**src/hdl/hcenc_pkg.sv**
```systemverilog
// Package for the Hill cipher encryptor: shared constants, input action codes,
// queue job kinds and the small mod-26 reduction.
// No dependencies.
package hcenc_pkg;

    localparam int MAX_BLOCK_DEF = 9;
    localparam int QUEUE_DEPTH   = 2;

    localparam logic [3:0] BLOCK_SIZE_RST = 4'd2;
    localparam logic [4:0] ALPHABET       = 5'd26;
    localparam logic [4:0] PAD_VALUE      = 5'd23;   // 'x'
    localparam logic [6:0] LETTER_BASE    = 7'd97;   // 'a'
    localparam logic [7:0] UPPER_A        = 8'd65;
    localparam logic [7:0] UPPER_Z        = 8'd90;
    localparam logic [7:0] LOWER_A        = 8'd97;
    localparam logic [7:0] LOWER_Z        = 8'd122;

    localparam logic [1:0] ACT_KEY   = 2'd0;
    localparam logic [1:0] ACT_TEXT  = 2'd1;
    localparam logic [1:0] ACT_FLUSH = 2'd2;

    localparam logic JOB_KEY   = 1'b0;
    localparam logic JOB_BLOCK = 1'b1;

    // Reduce a value below 832 to 0..25 by conditional subtraction of 26 * 2^k.
    function automatic logic [4:0] mod26(input logic [9:0] x);
        logic [9:0] r;
        r = x;
        if (r >= 10'd416) r = r - 10'd416;
        if (r >= 10'd208) r = r - 10'd208;
        if (r >= 10'd104) r = r - 10'd104;
        if (r >= 10'd52)  r = r - 10'd52;
        if (r >= 10'd26)  r = r - 10'd26;
        return r[4:0];
    endfunction

endpackage

```
**src/hdl/hill_cipher_encryptor.sv**
```systemverilog
// Streaming Hill cipher encryptor, mod 26.
// Input channel (i_in_valid / o_in_ready) takes one word per handshake: a key
// entry write, a text byte or an end-of-text flush. Non-letters are dropped,
// letters fold to lower case and gather in a block of block_size letters.
// Output channel (o_out_valid / i_out_ready) gives one cipher letter per word,
// block_last high on the final letter of each block.
// block_size is written through i_cfg_we / i_cfg_data; the user must write it
// only while the block is idle, which the block itself leaves unchecked. The
// front end takes any word, also a letter that completes a block, whenever the
// two-entry queue has room. The back end retires a key write straight from
// the queue; for a block of n letters each cipher letter needs n key reads
// through the key store's single read port, then the multiply and mod-26
// stages, and no further job leaves the queue until the block is done.
// Reset: block size 2, buffer fill zero, queue empty, output empty. The key
// store is not cleared; every key entry must be written before it is used.
// A stalled receiver holds the output register, then the back end, then the
// queue, and finally o_in_ready drops.
module hill_cipher_encryptor import hcenc_pkg::*; #(
    parameter int MAX_BLOCK = MAX_BLOCK_DEF
) (
    input  logic       i_clk,
    input  logic       i_rst_n,
    input  logic       i_cfg_we,
    input  logic [3:0] i_cfg_data,
    input  logic       i_in_valid,
    output logic       o_in_ready,
    input  logic [1:0] i_action,
    input  logic [3:0] i_key_row,
    input  logic [3:0] i_key_col,
    input  logic [4:0] i_key_value,
    input  logic [7:0] i_text_byte,
    output logic       o_out_valid,
    input  logic       i_out_ready,
    output logic [6:0] o_cipher_letter,
    output logic       o_block_last
);

    localparam int PW = 1 + $clog2(MAX_BLOCK * MAX_BLOCK) + 5
                        + $clog2(MAX_BLOCK + 1) + 5 * MAX_BLOCK;

    logic [3:0]    r_block_size;
    logic          push, full, pop, empty;
    logic [PW-1:0] push_job, head_job;

    always_ff @(posedge i_clk) begin
        if (!i_rst_n) begin
            r_block_size <= BLOCK_SIZE_RST;
        end else if (i_cfg_we) begin
            r_block_size <= i_cfg_data;
        end
    end

    hcenc_front #(
        .MAX_BLOCK (MAX_BLOCK),
        .PW        (PW)
    ) u_front (
        .i_clk        (i_clk),
        .i_rst_n      (i_rst_n),
        .i_block_size (r_block_size),
        .i_in_valid   (i_in_valid),
        .o_in_ready   (o_in_ready),
        .i_action     (i_action),
        .i_key_row    (i_key_row),
        .i_key_col    (i_key_col),
        .i_key_value  (i_key_value),
        .i_text_byte  (i_text_byte),
        .o_push       (push),
        .o_job        (push_job),
        .i_full       (full)
    );

    hcenc_fifo #(
        .WIDTH (PW),
        .DEPTH (QUEUE_DEPTH)
    ) u_queue (
        .i_clk   (i_clk),
        .i_rst_n (i_rst_n),
        .i_push  (push),
        .i_data  (push_job),
        .o_full  (full),
        .i_pop   (pop),
        .o_data  (head_job),
        .o_empty (empty)
    );

    hcenc_back #(
        .MAX_BLOCK (MAX_BLOCK),
        .PW        (PW)
    ) u_back (
        .i_clk           (i_clk),
        .i_rst_n         (i_rst_n),
        .i_job_valid     (!empty),
        .i_job           (head_job),
        .o_pop           (pop),
        .o_out_valid     (o_out_valid),
        .i_out_ready     (i_out_ready),
        .o_cipher_letter (o_cipher_letter),
        .o_block_last    (o_block_last)
    );

endmodule

```
**src/hdl/hcenc_ram.sv**
```systemverilog
// Generic simple dual-port RAM: one write port, one read port, registered read.
// No dependencies.
module hcenc_ram #(
    parameter int WIDTH = 5,
    parameter int DEPTH = 81
) (
    input  logic                     i_clk,
    input  logic                     i_we,
    input  logic [$clog2(DEPTH)-1:0] i_waddr,
    input  logic [WIDTH-1:0]         i_wdata,
    input  logic                     i_re,
    input  logic [$clog2(DEPTH)-1:0] i_raddr,
    output logic [WIDTH-1:0]         o_rdata
);

    logic [WIDTH-1:0] r_mem [DEPTH];
    logic [WIDTH-1:0] r_rdata;

    always_ff @(posedge i_clk) begin
        if (i_we) begin
            r_mem[i_waddr] <= i_wdata;
        end
        if (i_re) begin
            r_rdata <= r_mem[i_raddr];
        end
    end

    assign o_rdata = r_rdata;

endmodule

```
**src/hdl/hcenc_fifo.sv**
```systemverilog
// Short job queue between the front and back ends of the encryptor.
// Depends on nothing but its parameters.
module hcenc_fifo #(
    parameter int WIDTH = 8,
    parameter int DEPTH = 2
) (
    input  logic             i_clk,
    input  logic             i_rst_n,
    input  logic             i_push,
    input  logic [WIDTH-1:0] i_data,
    output logic             o_full,
    input  logic             i_pop,
    output logic [WIDTH-1:0] o_data,
    output logic             o_empty
);

    localparam int PTRW = $clog2(DEPTH);
    localparam int CNTW = $clog2(DEPTH + 1);

    logic [WIDTH-1:0] r_mem [DEPTH];
    logic [PTRW-1:0]  r_wptr, r_rptr;
    logic [CNTW-1:0]  r_count;
    logic             push_ok, pop_ok;

    assign o_full  = (r_count == CNTW'(DEPTH));
    assign o_empty = (r_count == '0);
    assign push_ok = i_push && !o_full;
    assign pop_ok  = i_pop && !o_empty;
    assign o_data  = r_mem[r_rptr];

    function automatic logic [PTRW-1:0] ptr_inc(input logic [PTRW-1:0] p);
        return (p == PTRW'(DEPTH - 1)) ? '0 : p + PTRW'(1);
    endfunction

    always_ff @(posedge i_clk) begin
        if (!i_rst_n) begin
            r_wptr  <= '0;
            r_rptr  <= '0;
            r_count <= '0;
        end else begin
            if (push_ok) r_wptr <= ptr_inc(r_wptr);
            if (pop_ok)  r_rptr <= ptr_inc(r_rptr);
            if (push_ok && !pop_ok) begin
                r_count <= r_count + CNTW'(1);
            end else if (pop_ok && !push_ok) begin
                r_count <= r_count - CNTW'(1);
            end
        end
    end

    always_ff @(posedge i_clk) begin
        if (push_ok) begin
            r_mem[r_wptr] <= i_data;
        end
    end

endmodule

```
**src/hdl/hcenc_front.sv**
```systemverilog
// Front end: accepts input words, filters and folds letters into the block
// buffer and queues key writes and complete blocks. Uses hcenc_pkg.
module hcenc_front import hcenc_pkg::*; #(
    parameter int MAX_BLOCK = MAX_BLOCK_DEF,
    parameter int PW        = 1 + $clog2(MAX_BLOCK * MAX_BLOCK) + 5
                              + $clog2(MAX_BLOCK + 1) + 5 * MAX_BLOCK
) (
    input  logic          i_clk,
    input  logic          i_rst_n,
    input  logic [3:0]    i_block_size,
    input  logic          i_in_valid,
    output logic          o_in_ready,
    input  logic [1:0]    i_action,
    input  logic [3:0]    i_key_row,
    input  logic [3:0]    i_key_col,
    input  logic [4:0]    i_key_value,
    input  logic [7:0]    i_text_byte,
    output logic          o_push,
    output logic [PW-1:0] o_job,
    input  logic          i_full
);

    localparam int CNT_W = $clog2(MAX_BLOCK + 1);
    localparam int IW    = $clog2(MAX_BLOCK);
    localparam int AW    = $clog2(MAX_BLOCK * MAX_BLOCK);
    localparam int BW    = 5 * MAX_BLOCK;

    logic [4:0]       r_buf [MAX_BLOCK];
    logic [CNT_W-1:0] r_fill, n_fill;

    logic             accept, is_letter, key_ok, fill_room;
    logic [CNT_W-1:0] eff_n, fill_inc;
    logic [4:0]       letter_val, key_val;
    logic [AW-1:0]    key_addr;
    logic [BW-1:0]    blk_text, blk_flush;

    assign o_in_ready = !i_full;
    assign accept     = i_in_valid && !i_full;

    always_comb begin
        // clamp the block size to 2..MAX_BLOCK
        if (i_block_size < 4'd2) begin
            eff_n = CNT_W'(2);
        end else if (32'(i_block_size) > 32'(MAX_BLOCK)) begin
            eff_n = CNT_W'(MAX_BLOCK);
        end else begin
            eff_n = CNT_W'(i_block_size);
        end

        is_letter  = 1'b1;
        letter_val = '0;
        if (i_text_byte >= UPPER_A && i_text_byte <= UPPER_Z) begin
            letter_val = 5'(i_text_byte - UPPER_A);
        end else if (i_text_byte >= LOWER_A && i_text_byte <= LOWER_Z) begin
            letter_val = 5'(i_text_byte - LOWER_A);
        end else begin
            is_letter = 1'b0;
        end

        key_ok   = (32'(i_key_row) < 32'(MAX_BLOCK)) && (32'(i_key_col) < 32'(MAX_BLOCK));
        key_addr = AW'(32'(i_key_row) * 32'(MAX_BLOCK) + 32'(i_key_col));
        key_val  = (i_key_value >= ALPHABET) ? i_key_value - ALPHABET : i_key_value;

        fill_room = 32'(r_fill) < 32'(MAX_BLOCK);
        fill_inc  = fill_room ? r_fill + CNT_W'(1) : r_fill;

        for (int k = 0; k < MAX_BLOCK; k++) begin
            blk_text[5*k +: 5]  = (fill_room && k == int'(r_fill)) ? letter_val : r_buf[k];
            blk_flush[5*k +: 5] = (k < int'(r_fill)) ? r_buf[k] : PAD_VALUE;
        end

        o_push = 1'b0;
        o_job  = {JOB_KEY, key_addr, key_val, CNT_W'(0), BW'(0)};
        n_fill = r_fill;
        if (accept) begin
            case (i_action)
                ACT_KEY: begin
                    o_push = key_ok;
                end
                ACT_TEXT: begin
                    if (is_letter) begin
                        n_fill = fill_inc;
                        if (fill_inc >= eff_n) begin
                            o_push = 1'b1;
                            o_job  = {JOB_BLOCK, AW'(0), 5'd0, eff_n, blk_text};
                            n_fill = '0;
                        end
                    end
                end
                ACT_FLUSH: begin
                    if (r_fill != '0) begin
                        o_push = 1'b1;
                        o_job  = {JOB_BLOCK, AW'(0), 5'd0, eff_n, blk_flush};
                        n_fill = '0;
                    end
                end
                default: begin
                    // unused action: drop
                end
            endcase
        end
    end

    always_ff @(posedge i_clk) begin
        if (!i_rst_n) begin
            r_fill <= '0;
        end else begin
            r_fill <= n_fill;
        end
    end

    always_ff @(posedge i_clk) begin
        if (accept && i_action == ACT_TEXT && is_letter && fill_room) begin
            r_buf[r_fill[IW-1:0]] <= letter_val;
        end
    end

endmodule

```
**src/hdl/hcenc_back.sv**
```systemverilog
// Back end: retires queued key writes into the key store and encrypts queued
// blocks row by row. Uses hcenc_pkg and hcenc_ram.
module hcenc_back import hcenc_pkg::*; #(
    parameter int MAX_BLOCK = MAX_BLOCK_DEF,
    parameter int PW        = 1 + $clog2(MAX_BLOCK * MAX_BLOCK) + 5
                              + $clog2(MAX_BLOCK + 1) + 5 * MAX_BLOCK
) (
    input  logic          i_clk,
    input  logic          i_rst_n,
    input  logic          i_job_valid,
    input  logic [PW-1:0] i_job,
    output logic          o_pop,
    output logic          o_out_valid,
    input  logic          i_out_ready,
    output logic [6:0]    o_cipher_letter,
    output logic          o_block_last
);

    localparam int CNT_W = $clog2(MAX_BLOCK + 1);
    localparam int IW    = $clog2(MAX_BLOCK);
    localparam int AW    = $clog2(MAX_BLOCK * MAX_BLOCK);
    localparam int BW    = 5 * MAX_BLOCK;

    localparam logic [1:0] S_IDLE  = 2'd0;
    localparam logic [1:0] S_ROW   = 2'd1;
    localparam logic [1:0] S_DRAIN = 2'd2;

    logic [1:0]       r_state;
    logic [CNT_W-1:0] r_n, r_i, r_j, r_j1;
    logic [AW-1:0]    r_base;
    logic [4:0]       r_blk [MAX_BLOCK];
    logic             r_v1, r_v2;
    logic [9:0]       r_prod;
    logic [4:0]       r_acc;
    logic             r_out_valid, r_last;
    logic [6:0]       r_letter;

    logic             job_kind;
    logic [AW-1:0]    job_addr;
    logic [4:0]       job_val;
    logic [CNT_W-1:0] job_n;
    logic             ram_we, ram_re, out_free, emit, row_end, last_row;
    logic [AW-1:0]    ram_raddr;
    logic [4:0]       ram_rdata;
    logic [9:0]       prod_c;

    assign job_kind = i_job[PW-1];
    assign job_addr = i_job[PW-2 -: AW];
    assign job_val  = i_job[PW-2-AW -: 5];
    assign job_n    = i_job[BW +: CNT_W];

    assign o_pop     = (r_state == S_IDLE) && i_job_valid;
    assign ram_we    = o_pop && (job_kind == JOB_KEY);
    assign ram_re    = (r_state == S_ROW);
    assign ram_raddr = r_base + AW'(r_j);
    assign out_free  = !r_out_valid || i_out_ready;
    // the row's sum is final once both pipeline stages are empty
    assign emit      = (r_state == S_DRAIN) && !r_v1 && !r_v2 && out_free;
    assign row_end   = (r_j == r_n - CNT_W'(1));
    assign last_row  = (r_i == r_n - CNT_W'(1));
    assign prod_c    = {5'd0, ram_rdata} * {5'd0, r_blk[r_j1[IW-1:0]]};

    hcenc_ram #(
        .WIDTH (5),
        .DEPTH (MAX_BLOCK * MAX_BLOCK)
    ) u_key_store (
        .i_clk   (i_clk),
        .i_we    (ram_we),
        .i_waddr (job_addr),
        .i_wdata (job_val),
        .i_re    (ram_re),
        .i_raddr (ram_raddr),
        .o_rdata (ram_rdata)
    );

    always_ff @(posedge i_clk) begin
        if (!i_rst_n) begin
            r_state     <= S_IDLE;
            r_n         <= CNT_W'(2);
            r_i         <= '0;
            r_j         <= '0;
            r_base      <= '0;
            r_acc       <= '0;
            r_v1        <= 1'b0;
            r_v2        <= 1'b0;
            r_out_valid <= 1'b0;
        end else begin
            r_v1 <= ram_re;
            r_v2 <= r_v1;
            if (r_v2) begin
                r_acc <= mod26(10'(r_acc) + r_prod);
            end
            if (emit) begin
                r_out_valid <= 1'b1;
            end else if (i_out_ready) begin
                r_out_valid <= 1'b0;
            end
            case (r_state)
                S_IDLE: begin
                    if (o_pop && job_kind == JOB_BLOCK) begin
                        r_n     <= job_n;
                        r_i     <= '0;
                        r_j     <= '0;
                        r_base  <= '0;
                        r_acc   <= '0;
                        r_state <= S_ROW;
                    end
                end
                S_ROW: begin
                    r_j <= r_j + CNT_W'(1);
                    if (row_end) begin
                        r_state <= S_DRAIN;
                    end
                end
                S_DRAIN: begin
                    if (emit) begin
                        if (last_row) begin
                            r_state <= S_IDLE;
                        end else begin
                            r_i     <= r_i + CNT_W'(1);
                            r_j     <= '0;
                            r_base  <= r_base + AW'(MAX_BLOCK);
                            r_acc   <= '0;
                            r_state <= S_ROW;
                        end
                    end
                end
                default: begin
                    r_state <= S_IDLE;
                end
            endcase
        end
    end

    always_ff @(posedge i_clk) begin
        if (o_pop && job_kind == JOB_BLOCK) begin
            for (int k = 0; k < MAX_BLOCK; k++) begin
                r_blk[k] <= i_job[5*k +: 5];
            end
        end
        r_j1   <= r_j;
        r_prod <= prod_c;
        if (emit) begin
            r_letter <= 7'(r_acc) + LETTER_BASE;
            r_last   <= last_row;
        end
    end

    assign o_out_valid     = r_out_valid;
    assign o_cipher_letter = r_letter;
    assign o_block_last    = r_last;

endmodule

```
**config.mk**
```make
export PLATFORM = sky130hd
export DESIGN_NAME = hill_cipher_encryptor
export DESIGN_NICKNAME = d
export VERILOG_FILES = /design/src/hdl/hcenc_pkg.sv /design/src/hdl/hill_cipher_encryptor.sv /design/src/hdl/hcenc_ram.sv /design/src/hdl/hcenc_fifo.sv /design/src/hdl/hcenc_front.sv /design/src/hdl/hcenc_back.sv
export SDC_FILE = /design/constraint.sdc
export NUM_CORES = 1
export LEC_CHECK = 0
export ABC_CLOCK_PERIOD_IN_PS = 14000
export BUFFER_PORTS_ARGS = -buffer_cell sky130_fd_sc_hd__buf_2
export CAP_MARGIN = 20
export CORE_MARGIN = 2
export CORE_UTILIZATION = 52
export CTS_CLUSTER_SIZE = 20
export DETAILED_ROUTE_END_ITERATION = 6
export MAX_ROUTING_LAYER = met4
export PLACE_DENSITY = 0.68
export SYNTH_ARGS = -nofsm -noshare
export SYNTH_HDL_FRONTEND = slang
export SYNTH_SLANG_ARGS = --single-unit
```
**constraint.sdc**
```tcl
create_clock -name i_clk -period 14 [get_ports i_clk]
set_clock_uncertainty 0.15 [all_clocks]
set_input_delay 2.8 -clock i_clk [delete_from_list [all_inputs] [get_ports i_clk]]
set_output_delay 2.8 -clock i_clk [all_outputs]
set_load 0.05 [all_outputs]
```
==> results of run 1 <==
-- registers in the layout, indices dropped and copies added, names as in the netlist, named ones only --
name,cells
u_back.r_prod,10
u_front.r_fill,4
u_back.o_block_last,1
u_queue.r_rptr,1
u_back.u_key_store.o_rdata,5
u_back.o_cipher_letter,7
u_back.r_n,4
u_back.r_v1,1
u_back.r_state,2
u_back.r_base,7
u_back.r_j,4
u_back.r_blk,45
u_back.r_v2,1
u_back.r_i,4
u_front.r_buf,45
u_queue.r_wptr,1
u_back.u_key_store.r_mem,405
r_block_size,4
u_back.o_out_valid,1
u_queue.r_mem,124
u_back.r_acc,5
u_queue.r_count,2
-- worst max path at each step --
stage	startpoint	endpoint	slack [ps]	depth (start not counted)
after global routing	u_back.r_acc[0]	u_back.r_acc[1]	7330	18
final	u_back.r_acc[0]	u_back.r_acc[1]	7730	18
after global placement	i_text_byte[0]	u_queue.r_mem[0][20]	7530	11
after detailed placement	i_text_byte[0]	u_queue.r_mem[0][30]	7460	9
after CTS	u_back.r_acc[0]	u_back.r_acc[1]	7790	18
after floorplan	i_text_byte[0]	u_queue.r_mem[0][0]	6400	10
-- layout by cell type, fill, tap and decap left out, types with 6 or more instances in the layout --
cell and count:
a211oi_1 6, a21o_1 18, a21oi_1 52, a221oi_1 22, a22oi_1 13, and2_1 20
and3_1 8, buf_2 41, buf_4 25, bufinv_16 6, clkbuf_1 10, clkbuf_16 75
clkinv_1 17, clkinv_2 8, dfxtp_1 55, edfxtp_1 632, fa_1 11, ha_1 60
inv_1 49, mux2_2 55, mux2i_1 29, mux4_2 140, nand2_1 90, nand2b_1 14
nand3_1 31, nor2_1 199, nor2b_1 26, nor3_1 19, o211ai_1 9, o21ai_0 52
o22ai_1 13, o32ai_1 6, xnor2_1 45, xor2_1 19
-- metal layers --
metal | wire [um] | global-route usage
met3 | 4610 | 0.0363
met5 | 0 | -
met1 | 27600 | 0.322
met4 | 1310 | 0.0640
met2 | 27900 | 0.315
-- power groups by stage --
stage	Combinational, W	Sequential [W]	Clock [W]
6_report	0.00187	0.00246	0.00184
5_1_grt	0.00207	0.00247	0.00196
4_1_cts	0.00188	0.00246	0.00188
3_5_place_dp	0.00186	0.00250	0
3_3_place_gp	0.00183	0.00250	0
2_1_floorplan	0.00147	0.00248	0
-- cells by family (layout without fill, tap and decap cells) --
| kind of cell | after synthesis | after routing | share of synthesized area |
|---|---|---|---|
| flip-flops | 688 | 688 | 0.671 |
| AND/OR/NAND/NOR | 442 | 442 | 0.0680 |
| AO/OA/AOI/OAI | 246 | 246 | 0.0559 |
| multiplexers | 224 | 224 | 0.136 |
| buffers and inverters | 126 | 238 | 0.0163 |
| adder cells (fa/ha/maj) | 74 | 74 | 0.0338 |
| XOR/XNOR | 66 | 66 | 0.0193 |
-- metrics by stage --
stage / cell area, sq um / hold slack [ps] / total power, W / std cells
6_report: 33300 / 306 / 0.00617 / 2734
5_1_grt: 33300 / 308 / 0.00650 / 2734
4_1_cts: 33300 / 306 / 0.00622 / 2733
3_5_place_dp: 31000 / 292 / 0.00436 / 2610
3_3_place_gp: 31000 / 297 / 0.00433 / 2609
2_1_floorplan: 30000 / 239 / 0.00395 / 1866
-- area by class of cell --
| cell class | count | area share |
|---|---|---|
| multi-input cells | 1052 | 0.283 |
| flip-flops and latches | 688 | 0.603 |
| clock inverters | 36 | 0.0102 |
| well taps | 756 | 0.0284 |
| clock buffers | 87 | 0.0583 |
| inverters | 49 | 0.00552 |
| repair buffers | 66 | 0.0118 |
-- worst reg2reg max path, cell delays in order, from the launching register on --
cell	delay, ps
dfxtp_1	360
ha_1	250
fa_1	460
a21oi_1	250
o21ai_1	190
nand2_1	120
xnor2_1	190
ha_1	200
or3b_2	460
or4_4	510
or4b_1	500
and3_1	300
xnor2_1	390
mux2i_1	270
mux2_2	360
or3_1	310
a21oi_1	440
o211ai_1	160
a311oi_1	300
==> run_results.csv, run 1 <==
group,metric,value,unit
drt,drcViolationCount,0,
final_layout,diodes,0,
logic_synthesis,ys_seq_area_frac,0.671,
timing,finalCriticalPeriod,6270,ps
clocking,ctsHoldBuffers,0,
clocking,cts_tree,"built",
logic_synthesis,yosys.area.top_type,"edfxtp_1",
timing,fin_crit_sh,0.448,
power_and_ir_drop,p_clk_frac,0.299,
timing,finalSetupViolations,0,
timing,relSlewSlack,0.236,
power_and_ir_drop,netSwitchingFraction,0.301,
floorplanning,die_w,244,um
setup_path,r2r_start,"u_back.r_acc[0]",
logic_synthesis,yosys_warnings,0,
logic_synthesis,synth-edff-count,632,
global_routing,grt_pass1_vias,16313,
clocking,cts-root-buf,"clkbuf_16",
setup_path,crit_arrival,6600,ps
timing,setup_tns,0,ps
placed_design,gp_congestion,0.865,
timing,grt_setup_unrepaired,"false",
clocking,worst_skew_pair.late_latency,600,ps
clocking,cts_resized,0,
global_routing,grt-ovfl-total,0,
power_and_ir_drop,p_int,0.00432,W
setup_path,r2r_setup_slack,7730,ps
final_layout,area_growth,11.3,%
timing,finalHoldViolations,0,
final_layout,drive_above_1_share,0.195,
timing,worst_pin_slew,1140,ps
final_layout,regArea,20100,sq um
power_and_ir_drop,leakagePower,10.9,nW
clocking,clk_pin_slew,60,ps
global_routing,grt_max_degree,82,
floorplanning,core,56700,sq um
clocking,cts_buffers,71,
drt,routed_wl,61400,um
logic_synthesis,synth_commonest_cells,"edfxtp_1, nor2_1, mux4_2",
drt,dr_total_vias,16404,
logic_synthesis,synthTopCellsByArea,"edfxtp_1, mux4_2, dfxtp_1",
clocking,cts_buffer_depth,3,
placed_design,pre_cts_ws,7460,ps
global_routing,antenna_found_initial,2,
logic_synthesis,synth_cell_types,74,
final_layout,utilization,0.588,
placed_design,port_buffers,41,
setup_path,worstPathRequired,14340,ps
power_and_ir_drop,ir_drop,0.116,mV
power_and_ir_drop,p_comb_frac,0.303,
power_and_ir_drop,power.switching,0.00186,W
setup_path,r2r_cells,18,
run,maxCapViolCount,0,
drt,vias_per_cell,6.00,
setup_path,slowest_delay,510,ps
drt,wl_per_cell,22.5,um
logic_synthesis,syn_inst,1866,
setup_path,crit_slowest_cell,"or4_4",
clocking,htreeDepth,3,
power_and_ir_drop,seqPwrFrac,0.398,
power_and_ir_drop,p_per_area,185,nW/um^2
final_layout,n_fill_cell,4173,
drt,ant_nets,0,
logic_synthesis,ys_ff_latch,688,
drt,first_pass_iters,6,
min_path,hp-start,"u_back.r_j[3]",
setup_path,cp_max_fo,10,
floorplanning,die-area,59500,sq um
min_path,holdCritPathClass,"reg2reg",
logic_synthesis,yosysMostFrequentCell,"edfxtp_1",
clocking,post_cts_buffers,0,
setup_path,start_kind,"register",
logic_synthesis,synthFlopType,"edfxtp_1",
setup_path,path_cells,"ha_1 -> fa_1 -> a21oi_1 -> o21ai_1 -> nand2_1 -> xnor2_1 -> ha_1 -> or3b_2 -> or4_4 -> or4b_1 -> and3_1 -> xnor2_1 -> mux2i_1 -> mux2_2 -> or3_1 -> a21oi_1 -> o211ai_1 -> a311oi_1",
outcome,outcome,"finished, final reports clean",
global_routing,grt_pass1_wl,96100,um
floorplanning,num_rows,87,
setup_path,end_kind,"register",
final_layout,multi_input_area,9430,sq um
timing,slew_viol_final,0,
setup_path,critPathBufInv,0,
floorplanning,ios,42,
timing,worst_slack,7730,ps
setup_path,worstSetupPathType,"reg2reg",
clocking,cts.sinks,688,
global_routing,grt_usage,0.218,
logic_synthesis,synth.avg_cell_area,16.1,sq um
logic_synthesis,netlist.area_leader.share,0.634,
min_path,min_path_cells,0,
final_layout,fin_nets,2033,
floorplanning,fp.dieH,244,um
placed_design,place_hpwl,40000,um
setup_path,r2r_end,"u_back.r_acc[1]",
logic_synthesis,async_flop_share,0,
drt,drtIter0Drc,2138,
setup_path,crit_family,"simple AND/OR/NAND/NOR gates",
logic_synthesis,syn_nets,1971,
logic_synthesis,syn_area,30000,sq um
timing,fmax,160,MHz
floorplanning,initial_core_util,0.528,
No activity file was read; power rests on OpenSTA's default activity.
==> inputs of run 2 (changes only) <==
--- a/config.mk
+++ b/config.mk
@@ -5,7 +5,7 @@
 export SDC_FILE = /design/constraint.sdc
 export NUM_CORES = 1
 export LEC_CHECK = 0
-export ABC_CLOCK_PERIOD_IN_PS = 14000
+export ABC_CLOCK_PERIOD_IN_PS = 5730
 export BUFFER_PORTS_ARGS = -buffer_cell sky130_fd_sc_hd__buf_2
 export CAP_MARGIN = 20
 export CORE_MARGIN = 2
@@ -13,7 +13,7 @@
 export CTS_CLUSTER_SIZE = 20
 export DETAILED_ROUTE_END_ITERATION = 6
 export MAX_ROUTING_LAYER = met4
-export PLACE_DENSITY = 0.68
+export PLACE_DENSITY = 0.7
 export SYNTH_ARGS = -nofsm -noshare
 export SYNTH_HDL_FRONTEND = slang
 export SYNTH_SLANG_ARGS = --single-unit
==> constraint.sdc (replaced) <==
create_clock -name i_clk -period 5.73 [get_ports i_clk]
set_clock_uncertainty 0.15 [all_clocks]
set_input_delay 1.146 -clock i_clk [delete_from_list [all_inputs] [get_ports i_clk]]
set_output_delay 1.146 -clock i_clk [all_outputs]
set_load 0.05 [all_outputs]
==> run 2 against run 1 <==
- cell count rose by 0.80%
- hold slack got worse by 7.3 ps
- global-route usage fell by 0.063 points
- first-iteration DRC count fell by 19%
- die area did not move
- fmax rose by 14%
- count of clock-buffer cells in the layout rose by 2
- setup slack got worse by 7500 ps
- design area rose by 1.1%
- register-to-register slack got worse by 7500 ps
- critical path depth rose by 1
- combinational power rose to 2.6 times the previous value
- critical path type unchanged
- critical endpoint is now u_back.r_acc[4]
==> run_results.csv, run 2 (same netlist as run 1, synthesis figures left out) <==
group,metric,value,unit
clocking,cts_tree,"built",
power_and_ir_drop,ir_drop,0.296,mV
timing,grt_setup_unrepaired,"false",
drt,routed_wl,61200,um
final_layout,area_growth,12.5,%
clocking,cts-root-buf,"clkbuf_16",
final_layout,final_common_cell,"edfxtp_1",
timing,finalCriticalPeriod,5490,ps
final_layout,regMostFlops,"u_back.u_key_store.r_mem",
setup_path,critPathBufInv,0,
setup_path,cp_max_fo,5,
clocking,worst_skew_pair.late_latency,620,ps
clocking,cts_buffer_depth,3,
floorplanning,fp.dieH,244,um
clocking,clk_pin_slew,60,ps
run,maxCapViolCount,0,
timing,finalSetupViolations,0,
timing,worst_pin_slew,1030,ps
power_and_ir_drop,power,0.0154,W
global_routing,antenna_found_initial,0,
drt,drtIter0Drc,1723,
clocking,cts_buffers,70,
setup_path,crit_family,"simple AND/OR/NAND/NOR gates",
final_layout,diodes,0,
drt,vias_per_cell,5.92,
timing,relSlewSlack,0.307,
final_layout,drive_above_1_share,0.214,
setup_path,end_kind,"register",
setup_path,path_cells,"ha_1 -> fa_2 -> a21oi_2 -> o21ai_1 -> nand2_1 -> xnor2_1 -> ha_1 -> or3b_4 -> or4_4 -> or4b_4 -> and3_4 -> or3_4 -> and3_4 -> and4_4 -> a211oi_4 -> maj3_2 -> a21oi_1 -> or4_1 -> a311oi_1",
final_layout,fin_area,33700,sq um
placed_design,pre_cts_ws,-15.6,ps
global_routing,grt_max_degree,82,
min_path,holdCritPathClass,"reg2reg",
timing,slew_viol_final,0,
setup_path,worstSetupPathType,"reg2reg",
drt,wl_per_cell,22.2,um
drt,dr_total_vias,16320,
global_routing,grt_pass1_wl,95300,um
timing,fin_crit_sh,0.957,
drt,drcViolationCount,0,
clocking,cts.sinks,688,
placed_design,place_area,31200,sq um
placed_design,gp_congestion,0.893,
setup_path,start_kind,"register",
power_and_ir_drop,leakagePower,11.0,nW
floorplanning,core,56700,sq um
final_layout,fin_nets,2053,
timing,fmax,182,MHz
drt,ant_nets,0,
global_routing,grt_usage,0.217,
final_layout,largest_register_ffs,405,
clocking,htreeDepth,3,
timing,finalHoldViolations,0,
placed_design,port_buffers,41,
final_layout,largest_registers,"u_back.u_key_store.r_mem (405), u_queue.r_mem (124)",
final_layout,final_cell_mix,"edfxtp_1, nor2_1, mux4_2",
floorplanning,ios,42,
floorplanning,num_rows,87,
setup_path,slowest_delay,510,ps
global_routing,grt_pass1_vias,16228,
placed_design,place_hpwl,40100,um
outcome,outcome,"finished, final reports clean",
timing,worst_hold_slack,299,ps
floorplanning,die_w,244,um
global_routing,grt-ovfl-total,0,
setup_path,worstPathRequired,6080,ps
floorplanning,die-area,59500,sq um
setup_path,crit_slowest_cell,"or4b_4",
floorplanning,initial_core_util,0.528,
final_layout,n_fill_cell,4080,
clocking,ctsHoldBuffers,0,
timing,worst_slack,245,ps
drt,first_pass_iters,6,
setup_path,crit_arrival,5840,ps
power_and_ir_drop,p_per_area,458,nW/um^2
==> run 2: cell count changes in the layout (fill, tap and decap cells not counted), moves of 3 or more <==
cell      previous run  this run
a21oi_2              0         3
a21oi_1             52        49
clkinv_1            17        14
buf_4               25        42
clkinv_2             8         5
buf_12               0         4
==> run 2: worst register-to-register path, stage by stage (launching register included) <==
cell,delay [ps]
dfxtp_1,310
ha_1,220
fa_2,360
a21oi_2,190
o21ai_1,120
nand2_1,100
xnor2_1,150
ha_1,180
or3b_4,390
or4_4,500
or4b_4,510
and3_4,190
or3_4,380
and3_4,210
and4_4,180
a211oi_4,240
maj3_2,250
a21oi_1,80
or4_1,420
a311oi_1,250
==> run 2: per-stage QoR <==
stage	instances	TNS, ps	util
global placement	2630	0	0.551
detailed placement	2630	-28.6	0.551
finish	2756	0	0.594
CTS	2754	0	0.592
global route	2756	0	0.594
floorplan	1866	0	-
==> run 2: worst paths after layout <==
check	slack (ps)	depth (start not counted)	end	start
setup / recovery	240	19	u_back.r_acc[4]	u_back.r_acc[0]
hold / removal	300	0	register	u_back.r_j[3]
setup reg to reg	240	19	u_back.r_acc[4]	u_back.r_acc[0]
hold reg to reg	300	0	register	u_back.r_j[3]
==> run 2: what timing repair did <==
| item | CTS | global route |
|---|---|---|
| pin swaps | 0 | 4 |
| resized for setup | 1 | 23 |
| setup endpoints to repair | 2 | 4 |
| setup buffers | 0 | 2 |
==> run 2: power by group <==
part	leakage, nW	switching [W]	internal, W
Clock	1.12	0.00183	0.00274
Combinational	3.71	0.00267	0.00221
Sequential	6.20	0.000145	0.00585
Total	11.0	0.00465	0.0108
==> run 2: layout make-up <==
type	instances	area [sq um]	share of cell area
multi-input cells	1052	9540	0.283
well taps	756	946	0.0281
clock inverters	35	399	0.0118
repair buffers	87	601	0.0178
flip-flops and latches	688	20100	0.597
inverters	49	184	0.00546
clock buffers	89	1930	0.0572
==> run 2: metal layers <==
layer,share of wire,track usage,vias up
met5,0,-,-
met4,0.023,0.0671,0
met3,0.082,0.0469,89
met2,0.46,0.323,562
met1,0.43,0.304,8215
li1,-,-,7454
